==> config.mk <==
export PLATFORM = sky130hd
export DESIGN_NAME = button_press_classifier_unit
export DESIGN_NICKNAME = d
export VERILOG_FILES = /design/src/design/bpc_pkg.sv /design/src/design/bpc_cfg_regs.sv /design/src/design/bpc_core.sv /design/src/design/button_press_classifier_unit.sv
export SDC_FILE = /design/constraint.sdc
export NUM_CORES = 1
export LEC_CHECK = 0
export ABC_AREA = 1
export BUFFER_PORTS_ARGS = -buffer_cell sky130_fd_sc_hd__buf_2
export CELL_PAD_IN_SITES_DETAIL_PLACEMENT = 2
export CELL_PAD_IN_SITES_GLOBAL_PLACEMENT = 2
export CORE_MARGIN = 3
export CORE_UTILIZATION = 32
export CTS_BUF_LIST = sky130_fd_sc_hd__clkbuf_16
export CTS_CLUSTER_SIZE = 20
export DETAILED_ROUTE_END_ITERATION = 16
export PLACE_DENSITY = 0.89
export SLEW_MARGIN = 10
export SYNTH_ARGS = -nofsm -noshare
export SYNTH_HDL_FRONTEND = slang
export SYNTH_SLANG_ARGS = --single-unit
==> constraint.sdc <==
create_clock -name aclk -period 4.4 [get_ports aclk]
set_input_delay 0.22 -clock aclk [delete_from_list [all_inputs] [get_ports aclk]]
set_output_delay 0.22 -clock aclk [all_outputs]
set_load 0.02 [all_outputs]
==> src/design/bpc_pkg.sv <==
// ----------------------------------------------------------------------------
// bpc_pkg: shared types and constants of the button press classifier
// Word layouts of both channels, event codes, register indexes and the
// reset values of the configuration registers.
// ----------------------------------------------------------------------------
package bpc_pkg;

    localparam int NOW_WIDTH       = 32;
    localparam int CFG_WIDTH       = 16;
    localparam int CFG_INDEX_WIDTH = 2;

    typedef enum logic [1:0] {
        EV_NONE   = 2'd0,
        EV_SINGLE = 2'd1,
        EV_DOUBLE = 2'd2,
        EV_LONG   = 2'd3
    } press_ev_t;

    typedef enum logic [CFG_INDEX_WIDTH-1:0] {
        REG_LONG_PRESS   = 2'd0,
        REG_DOUBLE_PRESS = 2'd1,
        REG_BOOT_IGNORE  = 2'd2
    } cfg_index_t;

    localparam logic [CFG_WIDTH-1:0] LONG_PRESS_RST   = 16'd1500;
    localparam logic [CFG_WIDTH-1:0] DOUBLE_PRESS_RST = 16'd300;
    localparam logic [CFG_WIDTH-1:0] BOOT_IGNORE_RST  = 16'd250;

    typedef struct packed {
        logic [NOW_WIDTH-1:0] now_ms;
        logic                 button_level;
    } in_word_t;

    typedef struct packed {
        logic       power_enable;
        logic [1:0] press_event;
    } out_word_t;

    typedef struct packed {
        logic [CFG_WIDTH-1:0] long_press_ms;
        logic [CFG_WIDTH-1:0] double_press_ms;
        logic [CFG_WIDTH-1:0] boot_ignore_ms;
    } cfg_t;

endpackage

==> src/design/bpc_cfg_regs.sv <==
// ----------------------------------------------------------------------------
// bpc_cfg_regs: configuration register file
// Three 16-bit timing registers written through a valid/ready port.
// ----------------------------------------------------------------------------
module bpc_cfg_regs (
    input  logic                                 aclk,
    input  logic                                 aresetn,
    input  logic                                 cfg_valid,
    output logic                                 cfg_ready,
    input  logic [bpc_pkg::CFG_INDEX_WIDTH-1:0]  cfg_index,
    input  logic [bpc_pkg::CFG_WIDTH-1:0]        cfg_data,
    output bpc_pkg::cfg_t                        cfg
);

    bpc_pkg::cfg_t cfg_reg;
    bpc_pkg::cfg_t cfg_next;

    assign cfg_ready = 1'b1;
    assign cfg       = cfg_reg;

    always_comb begin
        cfg_next = cfg_reg;
        if (cfg_valid) begin
            case (cfg_index)
                bpc_pkg::REG_LONG_PRESS:   cfg_next.long_press_ms   = cfg_data;
                bpc_pkg::REG_DOUBLE_PRESS: cfg_next.double_press_ms = cfg_data;
                bpc_pkg::REG_BOOT_IGNORE:  cfg_next.boot_ignore_ms  = cfg_data;
                default:                   cfg_next = cfg_reg; // drop unknown index
            endcase
        end
    end

    always_ff @(posedge aclk) begin
        if (!aresetn) begin
            cfg_reg.long_press_ms   <= bpc_pkg::LONG_PRESS_RST;
            cfg_reg.double_press_ms <= bpc_pkg::DOUBLE_PRESS_RST;
            cfg_reg.boot_ignore_ms  <= bpc_pkg::BOOT_IGNORE_RST;
        end else begin
            cfg_reg <= cfg_next;
        end
    end

endmodule

==> src/design/bpc_core.sv <==
// ----------------------------------------------------------------------------
// bpc_core: press tracking state and classification
// Holds the press/release state and works out one result per sample.
// ----------------------------------------------------------------------------
module bpc_core #(
    parameter int TIME_WIDTH = 32
) (
    input  logic                aclk,
    input  logic                aresetn,
    input  logic                advance,
    input  bpc_pkg::in_word_t   item,
    input  bpc_pkg::cfg_t       cfg,
    output bpc_pkg::out_word_t  result
);

    localparam int TW = TIME_WIDTH;

    logic          started_reg,        started_next;
    logic [TW-1:0] ignore_end_reg,     ignore_end_next;
    logic          held_down_reg,      held_down_next;
    logic [TW-1:0] press_start_reg,    press_start_next;
    logic [TW-1:0] release_time_reg,   release_time_next;
    logic          pending_single_reg, pending_single_next;
    logic          powered_off_reg,    powered_off_next;

    logic [TW-1:0]      now_w;
    logic [TW-1:0]      ignore_end_eff;
    logic [TW-1:0]      hold_time;
    logic [TW-1:0]      since_release;
    logic               pressed;
    logic               check_single;
    bpc_pkg::press_ev_t ev;

    assign now_w          = TW'(item.now_ms);
    assign pressed        = ~item.button_level;
    assign ignore_end_eff = started_reg ? ignore_end_reg
                                        : now_w + TW'(cfg.boot_ignore_ms);
    assign hold_time      = now_w - press_start_reg;
    assign since_release  = now_w - release_time_reg;

    always_comb begin
        started_next        = 1'b1;
        ignore_end_next     = ignore_end_eff;
        held_down_next      = held_down_reg;
        press_start_next    = press_start_reg;
        release_time_next   = release_time_reg;
        pending_single_next = pending_single_reg;
        powered_off_next    = powered_off_reg;
        check_single        = 1'b1;
        ev                  = bpc_pkg::EV_NONE;

        if (now_w >= ignore_end_eff) begin
            if (pressed && !held_down_reg) begin
                held_down_next   = 1'b1;
                press_start_next = now_w;
            end
            if (!pressed && held_down_reg) begin
                held_down_next = 1'b0;
                if (hold_time >= TW'(cfg.long_press_ms)) begin
                    ev                  = bpc_pkg::EV_LONG;
                    powered_off_next    = 1'b1;
                    pending_single_next = 1'b0;
                    check_single        = 1'b0;
                end else if (!pending_single_reg) begin
                    pending_single_next = 1'b1;
                    release_time_next   = now_w;
                end else begin
                    pending_single_next = 1'b0;
                    ev                  = bpc_pkg::EV_DOUBLE;
                end
            end
            // a release this step either starts a new pending single or ends the
            // old one, so only an older pending release can time out here
            if (check_single && pending_single_reg && pending_single_next &&
                since_release > TW'(cfg.double_press_ms)) begin
                pending_single_next = 1'b0;
                ev                  = bpc_pkg::EV_SINGLE;
            end
        end

        result.power_enable = ~powered_off_next;
        result.press_event  = ev;
    end

    always_ff @(posedge aclk) begin
        if (!aresetn) begin
            started_reg        <= 1'b0;
            ignore_end_reg     <= '0;
            held_down_reg      <= 1'b0;
            press_start_reg    <= '0;
            release_time_reg   <= '0;
            pending_single_reg <= 1'b0;
            powered_off_reg    <= 1'b0;
        end else if (advance) begin
            started_reg        <= started_next;
            ignore_end_reg     <= ignore_end_next;
            held_down_reg      <= held_down_next;
            press_start_reg    <= press_start_next;
            release_time_reg   <= release_time_next;
            pending_single_reg <= pending_single_next;
            powered_off_reg    <= powered_off_next;
        end
    end

endmodule

==> src/design/button_press_classifier_unit.sv <==
// ----------------------------------------------------------------------------
// button_press_classifier_unit: single/double/long press detector
// Classifies polled samples of an active-low power button and drives the
// power latch enable.
// ----------------------------------------------------------------------------
// Usage:
//   s_* channel: one word per poll, a millisecond timestamp (wrapping) and
//   the raw pin level (0 = pressed). m_* channel: one word back for every
//   input word, with the power latch drive and the press event code
//   (none, single, double, long). cfg_* channel: register writes, index 0
//   long press time, 1 double press window, 2 boot ignore time; unknown
//   indexes are dropped. Write configuration only while the block is idle.
//   Timing: a word is captured in the input register, classified in one
//   pass of compare/subtract logic and stored in the result register,
//   which drives m_*.
//   Throughput is one word per cycle while m_ready stays high; the input
//   register advances in the same cycle that the result register frees up.
//   Stall: while m_ready is low the result holds, the input register keeps
//   one more word, and s_ready drops once both are full.
//   Reset (synchronous, aresetn low): both registers empty, tracking state
//   cleared, power enable high again, timing registers back to defaults.
// ----------------------------------------------------------------------------
module button_press_classifier_unit #(
    parameter int TIME_WIDTH = 32
) (
    input  logic                                aclk,
    input  logic                                aresetn,
    // sample input
    input  logic                                s_valid,
    output logic                                s_ready,
    input  bpc_pkg::in_word_t                   s_data,
    // result output
    output logic                                m_valid,
    input  logic                                m_ready,
    output bpc_pkg::out_word_t                  m_data,
    // configuration writes
    input  logic                                cfg_valid,
    output logic                                cfg_ready,
    input  logic [bpc_pkg::CFG_INDEX_WIDTH-1:0] cfg_index,
    input  logic [bpc_pkg::CFG_WIDTH-1:0]       cfg_data
);

    bpc_pkg::cfg_t      cfg;
    bpc_pkg::in_word_t  in_word_reg;
    logic               in_valid_reg;
    bpc_pkg::out_word_t out_word_reg;
    logic               out_valid_reg;
    bpc_pkg::out_word_t result;
    logic               advance;

    // Advance the captured word whenever the result register is empty or
    // being drained this cycle.
    assign advance = in_valid_reg && (!out_valid_reg || m_ready);
    assign s_ready = !in_valid_reg || advance;
    assign m_valid = out_valid_reg;
    assign m_data  = out_word_reg;

    bpc_cfg_regs u_cfg (
        .aclk      (aclk),
        .aresetn   (aresetn),
        .cfg_valid (cfg_valid),
        .cfg_ready (cfg_ready),
        .cfg_index (cfg_index),
        .cfg_data  (cfg_data),
        .cfg       (cfg)
    );

    bpc_core #(
        .TIME_WIDTH (TIME_WIDTH)
    ) u_core (
        .aclk    (aclk),
        .aresetn (aresetn),
        .advance (advance),
        .item    (in_word_reg),
        .cfg     (cfg),
        .result  (result)
    );

    // Input register: take a new word whenever there is room.
    always_ff @(posedge aclk) begin
        if (!aresetn) begin
            in_valid_reg <= 1'b0;
        end else if (s_ready) begin
            in_valid_reg <= s_valid;
        end
    end

    always_ff @(posedge aclk) begin
        if (s_valid && s_ready) begin
            in_word_reg <= s_data;
        end
    end

    // Result register: load on advance, hold while the receiver stalls.
    always_ff @(posedge aclk) begin
        if (!aresetn) begin
            out_valid_reg <= 1'b0;
        end else if (advance) begin
            out_valid_reg <= 1'b1;
        end else if (m_ready) begin
            out_valid_reg <= 1'b0;
        end
    end

    always_ff @(posedge aclk) begin
        if (advance) begin
            out_word_reg <= result;
        end
    end

endmodule

==> results of run 1 <==
-- layer usage --
| layer | vias up | routed length (µm) |
|---|---|---|
| li1 | 7500 | - |
| met1 | 9507 | 39200 |
| met2 | 1537 | 49900 |
| met3 | 756 | 10100 |
| met4 | 2 | 11500 |
| met5 | - | 12 |
-- power by group through the flow --
| stage | sequential [mW] | combinational, mW | clock, mW |
|---|---|---|---|
| after floorplan | 1.90 | 0.888 | 0 |
| after global placement | 1.90 | 1.32 | 0 |
| final | 1.91 | 2.38 | 1.76 |
| after detailed placement | 1.91 | 1.47 | 0 |
| after global routing | 1.91 | 2.43 | 1.77 |
| after CTS | 1.87 | 1.66 | 1.57 |
-- what timing repair did --
item	CTS	global route
hold buffers	33	0
pin swaps	41	144
buffers inserted	31	50
endpoints found under the hold margin	33	0
gates cloned	7	8
resized for setup	133	481
setup endpoints to repair	70	70
-- per-stage QoR --
stage / setup WS [ns] / total power, mW / TNS [ns] / hold WS (ns)
after floorplan: 0.244 / 2.79 / 0 / 0.319
after global placement: -0.155 / 3.22 / -7.49 / 0.396
after detailed placement: -0.798 / 3.37 / -46.99 / 0.400
after CTS: -0.0809 / 5.10 / -2.05 / 0.0232
after global routing: -0.844 / 6.11 / -43.10 / 0.0257
final: -0.844 / 6.05 / -39.58 / -0.00301
-- cell usage after synthesis --
cell type and number:
a211oi_1 4, a21boi_0 3, a21o_1 9, a21oi_1 183, a22oi_1 1, a31oi_1 3
and2_1 6, and3_1 3, buf_1 1, buf_2 7, buf_4 1, buf_6 3
clkbuf_1 38, clkinv_1 2, conb_1 1, dfxtp_1 150, edfxtp_1 36, fa_1 3
ha_1 144, inv_1 354, inv_2 7, mux2i_1 2, nand2_1 584, nand2_2 3
nand2_4 1, nand3_1 114, nand3b_1 8, nand4_1 22, nand4_4 1, nor2_1 243
nor2_2 3, nor2_4 1, nor3_1 16, nor4_1 6, o211ai_1 21, o21a_1 7
o21ai_0 147, o21ai_1 2, o21bai_1 3, o311ai_0 1, or2_2 15, xnor2_1 4
xor2_1 32
-- critical path: cells and delay by family (launching register included) --
| family | cells | cell delay (ns) |
|---|---|---|
| flip-flops | 1 | 0.59 |
| adder cells (fa/ha/maj) | 2 | 0.63 |
| AO/OA/AOI/OAI | 8 | 1.50 |
| buffers and inverters | 8 | 1.15 |
| AND/OR/NAND/NOR | 10 | 1.19 |
-- logic make-up (layout without fill, tap and decap cells) --
family / after synthesis / after routing
compound gates: 384 / 384
xor+xnor: 36 / 36
fa+ha+maj: 147 / 147
buf+inv: 413 / 661
flops: 186 / 186
mux: 2 / 2
other cells: 1 / 3
simple gates: 1026 / 1026
-- worst max path at each step --
stage | endpoint | cells after the start
4_1_cts | u_core.release_time_reg[18] | 32
3_3_place_gp | u_core.release_time_reg[0] | 30
5_1_grt | u_core.release_time_reg[28] | 28
6_report | u_core.release_time_reg[28] | 28
2_1_floorplan | u_core.press_start_reg[24] | 28
3_5_place_dp | u_core.press_start_reg[6] | 28
-- area by class of cell --
| cell class | count | area, µm² | area share (%) |
|---|---|---|---|
| flip-flops and latches | 186 | 4080 | 20.5 |
| repair buffers | 266 | 2430 | 12.2 |
| inverters | 363 | 1380 | 6.93 |
| diodes | 2 | 5.00 | 0.0252 |
| clock buffers | 17 | 425 | 2.14 |
| well taps | 585 | 732 | 3.68 |
| multi-input cells | 1596 | 10700 | 53.9 |
| clock inverters | 15 | 119 | 0.598 |
==> metrics.yaml, run 1 <==
finalHoldWorstSlack_ns: -0.00301
grt_use_met3_pct: 6.39
crit_path_max_fanout: 8
timing.rr.start: "in_word_reg[10]"
syn_inst: 2195
relSlewSlack_pct: 13.6
root_buffer: "clkbuf_16"
rr_worst_depth: 28
criticalPathCategory: "flop to flop"
synthMuxAreaShare_pct: 0.142
drive_gt1_share_pct: 27.5
failed_checks: "hold timing, setup timing"
synth-simple-area-share_pct: 29.9
dp.cells: 2876
grt_pass1_vias: 20000
tightest_slew_ns: 1.30
switching_power_mw: 2.70
largest_reg_flops: 48
finalSetupViolCount: 70
cp_data_required_time_ns: 4.81
end_kind: "flop"
ys_seq_elements: 186
p_leak_nw: 9.20
drt_wl_total_um: 111000
dpl_cell_area_mm2: 0.0156
synth_top_area_share_pct: 21.2
synthDistinctLibCells: 43
clock_latency_ns: 0.55
reg2reg_to: "u_core.release_time_reg[28]"
hp-start: "s_valid"
met2_usage_pct: 64.1
post-route-period-util_pct: 119
firstDrtPassIters: 7
pwr-share-comb_pct: 39.3
rrSetupSlack_ns: -0.84
viasPerCell: 6.37
p_sw_share_pct: 44.6
status: "finished, violations left"
pwr-share-seq_pct: 31.6
clock-sinks: 186
hp-class: "input pin to flop"
pwr-share-clk_pct: 29.1
finalClockSkew_ns: 0.0421
wire_per_inst_um: 36.5
rows: 76
crit_top_cell: "nand2_1"
start_util_pct: 32.6
io_buffers: 60
finalInstanceArea_mm2: 0.0199
fin_util_pct: 45.9
fp.dieW_um: 216
drv_cap: 0
grt_pass1_wl_um: 124000
fp.dieH_um: 216
antenna_found_initial: 8
hold_viol_final: 1
clkTransAtPathRegs_ns: 0.12
grt_use_met1_pct: 35.9
final_common_cell: "nand2_1"
cts_buffers: 17
drt_iter0_drc: 2206
area_growth_pct: 40.6
final_cells: 3030
io_pins: 62
dieArea_mm2: 0.0467
h-tree-depth: 4
fillers: 5040
cp-start-kind: "flop"
synth_top_cells_by_area: "dfxtp_1, nand2_1, ha_1"
synthesis.area_mm2: 0.0141
setup_ws_ns: -0.844
fmax_ghz: 0.191
max_stage_delay_ns: 0.59
p_int_mw: 3.35
critPathLaunch: "in_word_reg[10]"
place_hpwl_um: 48300
fin_nets: 2633
hold_path_end: "in_valid_reg"
crit_slowest_cell: "edfxtp_1"
rsz0062_at_grt: "true"
drv_slew: 0
routed-via-count: 19300
period_minus_slack_ns: 5.24
globalRoute.totalOverflow: 0
synth_top_family_by_area: "simple AND/OR/NAND/NOR gates"
grt.busiest_layer: "met2"
design.core.area_mm2: 0.0434
synth_area_leader_cell: "dfxtp_1"
synth_compound_area_share_pct: 14.5
ys_warn_count: 0
layout_common_cells: "nand2_1, inv_1, nor2_1"
drtAntennaViolNets: 0
synth_xor_xnor_area_share_pct: 2.23
gr-usage-all-layers_pct: 35.0
synth_seq_area_share_pct: 28.9
arrival_ns: 5.66
clk_path_buf_depth: 2
place.gp.congestion: 0.866
vdd_drop_max_v: 0.000322
grt_max_degree: 72
drc: 0
synthAdderAreaFrac_pct: 13.2
synth_fp_nets: 2398
whs_path_depth: 3
cts_tree: "done"
avgSynthCellArea_um2: 6.44
power_density_mw_per_mm2: 304
(Power assumes the default switching activity.)
==> inputs of run 2 (changes only) <==
--- a/config.mk
+++ b/config.mk
@@ -8,4 +8,5 @@
 export ABC_AREA = 1
 export BUFFER_PORTS_ARGS = -buffer_cell sky130_fd_sc_hd__buf_2
+export CAP_MARGIN = 25
 export CELL_PAD_IN_SITES_DETAIL_PLACEMENT = 2
 export CELL_PAD_IN_SITES_GLOBAL_PLACEMENT = 2
==> constraint.sdc (replaced) <==
create_clock -name aclk -period 4.4 [get_ports aclk]
set_input_delay 0 -clock aclk [delete_from_list [all_inputs] [get_ports aclk]]
set_output_delay 0 -clock aclk [all_outputs]
set_load 0.02 [all_outputs]
==> metrics.yaml, run 2 (synthesis gave the netlist of run 1 again) <==
fillers: 4979  # -1.2%
grt_pass1_wl_um: 129000  # +3.6%
fin_nets: 2632  # -0.038%
grt_use_met1_pct: 36.5  # +0.68 points
clock-sinks: 186  # unchanged
crit_slowest_cell: "a21oi_1"
grt_pass1_vias: 20500  # +2.3%
p_sw_share_pct: 43.0  # -1.6 points
io_pins: 62  # unchanged
largest_reg_flops: 48  # unchanged
crit_family: "simple AND/OR/NAND/NOR gates"
finalSetupViolCount: 70  # unchanged
fin_util_pct: 44.9  # -1.0 points
rsz0062_at_grt: "true"
layout_common_cells: "nand2_1, inv_1, nor2_1"
drv_cap: 0  # unchanged
root_buffer: "clkbuf_16"
finalClockSkew_ns: 0.0429  # +0.000824 ns
dpl_cell_area_mm2: 0.0156  # unchanged
fmax_ghz: 0.186  # -2.4%
clock_latency_ns: 0.53  # -0.02 ns
setup_ws_ns: -0.976  # -0.131 ns
end_kind: "flop"
grt_use_met3_pct: 6.87  # +0.48 points
grt_max_degree: 92  # +28%
pwr-share-clk_pct: 30.6  # +1.5 points
antenna_found_initial: 8  # unchanged
start_util_pct: 32.6  # unchanged
crit_path_max_fanout: 15  # +7
max_stage_delay_ns: 0.48  # -0.11 ns
final_common_cell: "nand2_1"
switching_power_mw: 2.64  # -2.0%
clk_path_buf_depth: 2  # unchanged
relSlewSlack_pct: 20.6  # +7.0 points
dieArea_mm2: 0.0467  # unchanged
drt_iter0_drc: 2331  # +5.7%
hold_viol_final: 0  # -1
rows: 76  # unchanged
cts_tree: "done"
tightest_slew_ns: 1.19  # -0.105 ns
hp-class: "input pin to flop"
period_minus_slack_ns: 5.38  # +0.131 ns
pwr-share-seq_pct: 31.1  # -0.5 points
drive_gt1_share_pct: 24.1  # -3.4 points
drt_wl_total_um: 110000  # -0.23%
multi_input_area_mm2: 0.0104  # -3.3%
viasPerCell: 6.39  # +0.36%
design.core.area_mm2: 0.0434  # unchanged
pwr-share-comb_pct: 38.3  # -1.0 points
wire_per_inst_um: 36.4  # -0.29%
area_growth_pct: 37.6
cts_buffers: 17  # unchanged
critPathBufInv: 7  # -1
h-tree-depth: 4  # unchanged
globalRoute.totalOverflow: 0  # unchanged
io_buffers: 60  # unchanged
drtAntennaViolNets: 0  # unchanged
vdd_drop_max_v: 0.000405  # +26%
routed-via-count: 19400  # +0.42%
gr-usage-all-layers_pct: 36.4  # +1.4 points
power_density_mw_per_mm2: 316  # +3.9%
status: "finished, violations left"
cp-start-kind: "flop"
met2_usage_pct: 66.3  # +2.2 points
fp.dieH_um: 216  # unchanged
place_hpwl_um: 49600  # +2.7%
arrival_ns: 5.74  # +0.08 ns
finalInstanceArea_mm2: 0.0195  # -2.2%
area.sequential_mm2: 0.00408  # unchanged
failed_checks: "setup timing"
drc: 0  # unchanged
p_leak_nw: 9.09  # -1.2%
clkTransAtPathRegs_ns: 0.10  # -0.02 ns
cp_data_required_time_ns: 4.76  # -0.05 ns
place_ws_ns: -0.679  # +0.118 ns
p_int_mw: 3.50  # +4.5%
firstDrtPassIters: 6  # -1
post-route-period-util_pct: 122  # +3.0 points
fp.dieW_um: 216  # unchanged
place.gp.congestion: 0.861  # -0.51%
drv_slew: 0  # unchanged
criticalPathCategory: "flop to flop"
grt.busiest_layer: "met2"
run 2: final cells by class:
class                           instances  area share, %
Tap cell                              585           3.76
Antenna cell                            5         0.0643
Multi-Input combinational cell       1596           53.2
Clock buffer                           17           2.19
Clock inverter                         15          0.881
Sequential cell                       186           21.0
Inverter                              363           7.07
Timing Repair Buffer                  265           11.8
run 2: timing repair:
item	4_1_cts	5_1_grt
cloned	6	4
buffers inserted	23	37
hold endpoints to repair	80	0
resized for setup	131	368
endpoints found under the setup margin	70	70
pin swaps	43	115
hold buffers	53	0
run 2: through the flow:
stage / std cells / total power [mW] / TNS [ns] / hold slack, ns
after floorplan: 2195 / 2.79 / 0 / 0.0989
after global placement: 2876 / 3.22 / -7.14 / 0.176
after detailed placement: 2876 / 3.38 / -39.91 / 0.178
after CTS: 2989 / 5.22 / -1.12 / 0.0411
after global routing: 3028 / 6.20 / -44.97 / 0.0404
final: 3032 / 6.14 / -47.42 / 0.0501
run 2: per-layer routing:
layer | share of wire [%] | vias to the layer above
met3 | 9.3 | 802
met4 | 11 | 2
met2 | 45 | 1588
li1 | - | 7503
met1 | 34 | 9489
met5 | 0.013 | -
run 2: worst paths after layout:
path / from / end / slack, ns / cells past startpoint
setup reg to reg: in_word_reg[15] / u_core.press_start_reg[11] / -0.98 / 27
hold / removal: aresetn / u_cfg.cfg[7] / 0.05 / 2
hold reg to reg: u_core.ignore_end_reg[0] / u_core.ignore_end_reg[0] / 0.53 / 2
setup / recovery: in_word_reg[15] / u_core.press_start_reg[11] / -0.98 / 27
run 2: worst register-to-register path: stages, from the launching register on:
cell	delay (ns)
edfxtp_1	0.46
ha_1	0.42
nand2_1	0.21
o21ai_0	0.37
inv_1	0.23
o21ai_4	0.14
nand2_4	0.14
o21ai_4	0.15
nand2_1	0.12
nand2_1	0.11
nand3_2	0.10
and2_4	0.18
ha_4	0.29
nand2_4	0.06
inv_4	0.07
nand3_2	0.11
inv_2	0.11
nand2_2	0.08
nor4_4	0.18
nand4_1	0.21
nand3_4	0.19
nand2_4	0.08
inv_6	0.12
buf_12	0.13
nand2_8	0.11
buf_12	0.20
buf_16	0.16
a21oi_1	0.50
run 2: power groups by stage:
stage / logic (mW) / clock network (mW) / registers [mW]
after floorplan: 0.888 / 0 / 1.90
after global placement: 1.32 / 0 / 1.90
after detailed placement: 1.48 / 0 / 1.91
after CTS: 1.67 / 1.68 / 1.87
after global routing: 2.40 / 1.88 / 1.91
final: 2.35 / 1.88 / 1.91
==> inputs of run 3 (changes only) <==
- CTS_BUF_LIST: sky130_fd_sc_hd__clkbuf_16 -> default
==> metrics.yaml, run 3 (synthesis gave the netlist of run 1 again) <==
place.gp.congestion: 0.861  # unchanged
relSlewSlack_pct: 27.6  # +7.0 points
dpl_cell_area_mm2: 0.0156  # unchanged
start_util_pct: 32.6  # unchanged
hp-class: "input pin to flop"
end_kind: "flop"
design.core.area_mm2: 0.0434  # unchanged
antenna_found_initial: 9  # +1
root_buffer: "clkbuf_16"
p_leak_nw: 8.87  # -2.4%
final_common_cell: "nand2_1"
layout_common_cells: "nand2_1, inv_1, nor2_1"
fp.dieH_um: 216  # unchanged
crit_path_max_fanout: 16  # +1
fp.dieW_um: 216  # unchanged
setup_ws_ns: -0.931  # +0.0443 ns
drive_gt1_share_pct: 20.4  # -3.7 points
final.setup.tns_ns: -42.71  # +4.71 ns
finalInstanceArea_mm2: 0.0187  # -3.9%
grt_pass1_wl_um: 128000  # -0.60%
clkTransAtPathRegs_ns: 0.10  # about the same
area_growth_pct: 32.2
io_pins: 62  # unchanged
drt_wl_total_um: 106000  # -4.4%
fmax_ghz: 0.188  # +0.83%
finalSetupViolCount: 70  # unchanged
fin_nets: 2618  # -0.53%
clk_path_buf_depth: 2  # unchanged
power_density_mw_per_mm2: 315  # -0.16%
drt_iter0_drc: 2168  # -7.0%
place_hpwl_um: 49600  # unchanged
cts_tree: "done"
crit_slowest_cell: "edfxtp_1"
max_stage_delay_ns: 0.54  # +0.06 ns
wire_per_inst_um: 35.0  # -3.9%
failed_checks: "setup timing"
grt_pass1_vias: 20400  # -0.58%
dieArea_mm2: 0.0467  # unchanged
status: "finished, violations left"
cp_data_required_time_ns: 4.73  # -0.03 ns
globalRoute.totalOverflow: 0  # unchanged
power_mw: 5.90  # -4.0%
rows: 76  # unchanged
criticalPathCategory: "flop to flop"
tightest_slew_ns: 1.09  # -0.105 ns
grt_max_degree: 92  # unchanged
period_minus_slack_ns: 5.33  # -0.0443 ns
drtAntennaViolNets: 0  # unchanged
post-route-period-util_pct: 121  # -1.0 points
clock_latency_ns: 0.52  # about the same
gr-usage-all-layers_pct: 36.4  # +0.056 points
arrival_ns: 5.67  # -0.07 ns
clock-sinks: 186  # unchanged
drc: 0  # unchanged
hold_viol_final: 0  # unchanged
routed-via-count: 19100  # -1.5%
cp-start-kind: "flop"
drv_slew: 0  # unchanged
vdd_drop_max_v: 0.000383  # -5.3%
crit_family: "compound AO/OA/AOI/OAI gates"
critPathBufInv: 4  # -3
rsz0062_at_grt: "true"
io_buffers: 60  # unchanged
h-tree-depth: 4  # unchanged
firstDrtPassIters: 6  # unchanged
path_cells: "ha_4 -> nand2_1 -> nor2_1 -> o21ai_0 -> nand2_1 -> a21oi_2 -> buf_4 -> or2_2 -> nand3_1 -> o21ai_1 -> ha_1 -> a21oi_1 -> o21ai_0 -> a21oi_1 -> nand2_2 -> nand2_1 -> nand3_2 -> nand2_4 -> inv_6 -> buf_12 -> nand2_8 -> buf_12 -> o21ai_0 -> a21oi_1"
cts_buffers: 17  # unchanged
drv_cap: 0  # unchanged
viasPerCell: 6.33  # -1.1%
largest_reg_flops: 48  # unchanged
finalClockSkew_ns: 0.0404  # -0.00246 ns
[run 3: cell count changes in the layout (fill, tap and decap cells not counted), sizes merged]
cell    delta
buf       -10
clkbuf     -1
inv        -3
[run 3: power breakdown]
group          internal, mW  leakage [nW]  switching (mW)
combinational         0.701          7.01            1.46
clock                 0.905         0.285           0.918
sequential             1.82          1.57          0.0871
total                  3.43          8.87            2.47
[run 3: final timing paths]
check,from,end,slack [ns],depth (start not counted)
setup reg to reg,in_word_reg[10],u_core.press_start_reg[14],-0.93,24
hold / removal,aresetn,u_cfg.cfg[1],0.05,2
setup / recovery,in_word_reg[10],u_core.press_start_reg[14],-0.93,24
hold reg to reg,u_core.press_start_reg[29],u_core.press_start_reg[29],0.49,2
[run 3: repair_timing]
item,4_1_cts,5_1_grt
pin swaps,43,66
setup buffers,24,21
cloned,7,1
gates resized for setup,140,213
hold buffers,53,0
endpoints found under the hold margin,80,0
setup endpoints to repair,70,70
[run 3: layout make-up]
type / instances / area [µm²]
inverters: 363 / 1370
diodes: 5 / 12.5
clock inverters: 12 / 160
multi-input cells: 1596 / 9740
well taps: 585 / 732
fillers: 5109 / 24700
clock buffers: 20 / 437
flip-flops and latches: 186 / 4080
repair buffers: 251 / 2160
[run 3: routing by layer]
metal | global-route usage, % | part of all wire, %
met1 | 36.6 | 34
met3 | 7.73 | 8.8
met2 | 65.9 | 46
met4 | 27.9 | 11
met5 | 0 | 0.024
[run 3: per-stage QoR]
step	instances	utilization [%]	setup WS, ns	hold WS (ns)
2_1_floorplan	2195	-	0.244	0.0989
3_3_place_gp	2876	36.1	-0.156	0.176
3_5_place_dp	2876	36.1	-0.679	0.178
4_1_cts	2991	40.8	-0.0473	0.0400
5_1_grt	3015	43.1	-1.03	0.0350
6_report	3018	43.1	-0.931	0.0541
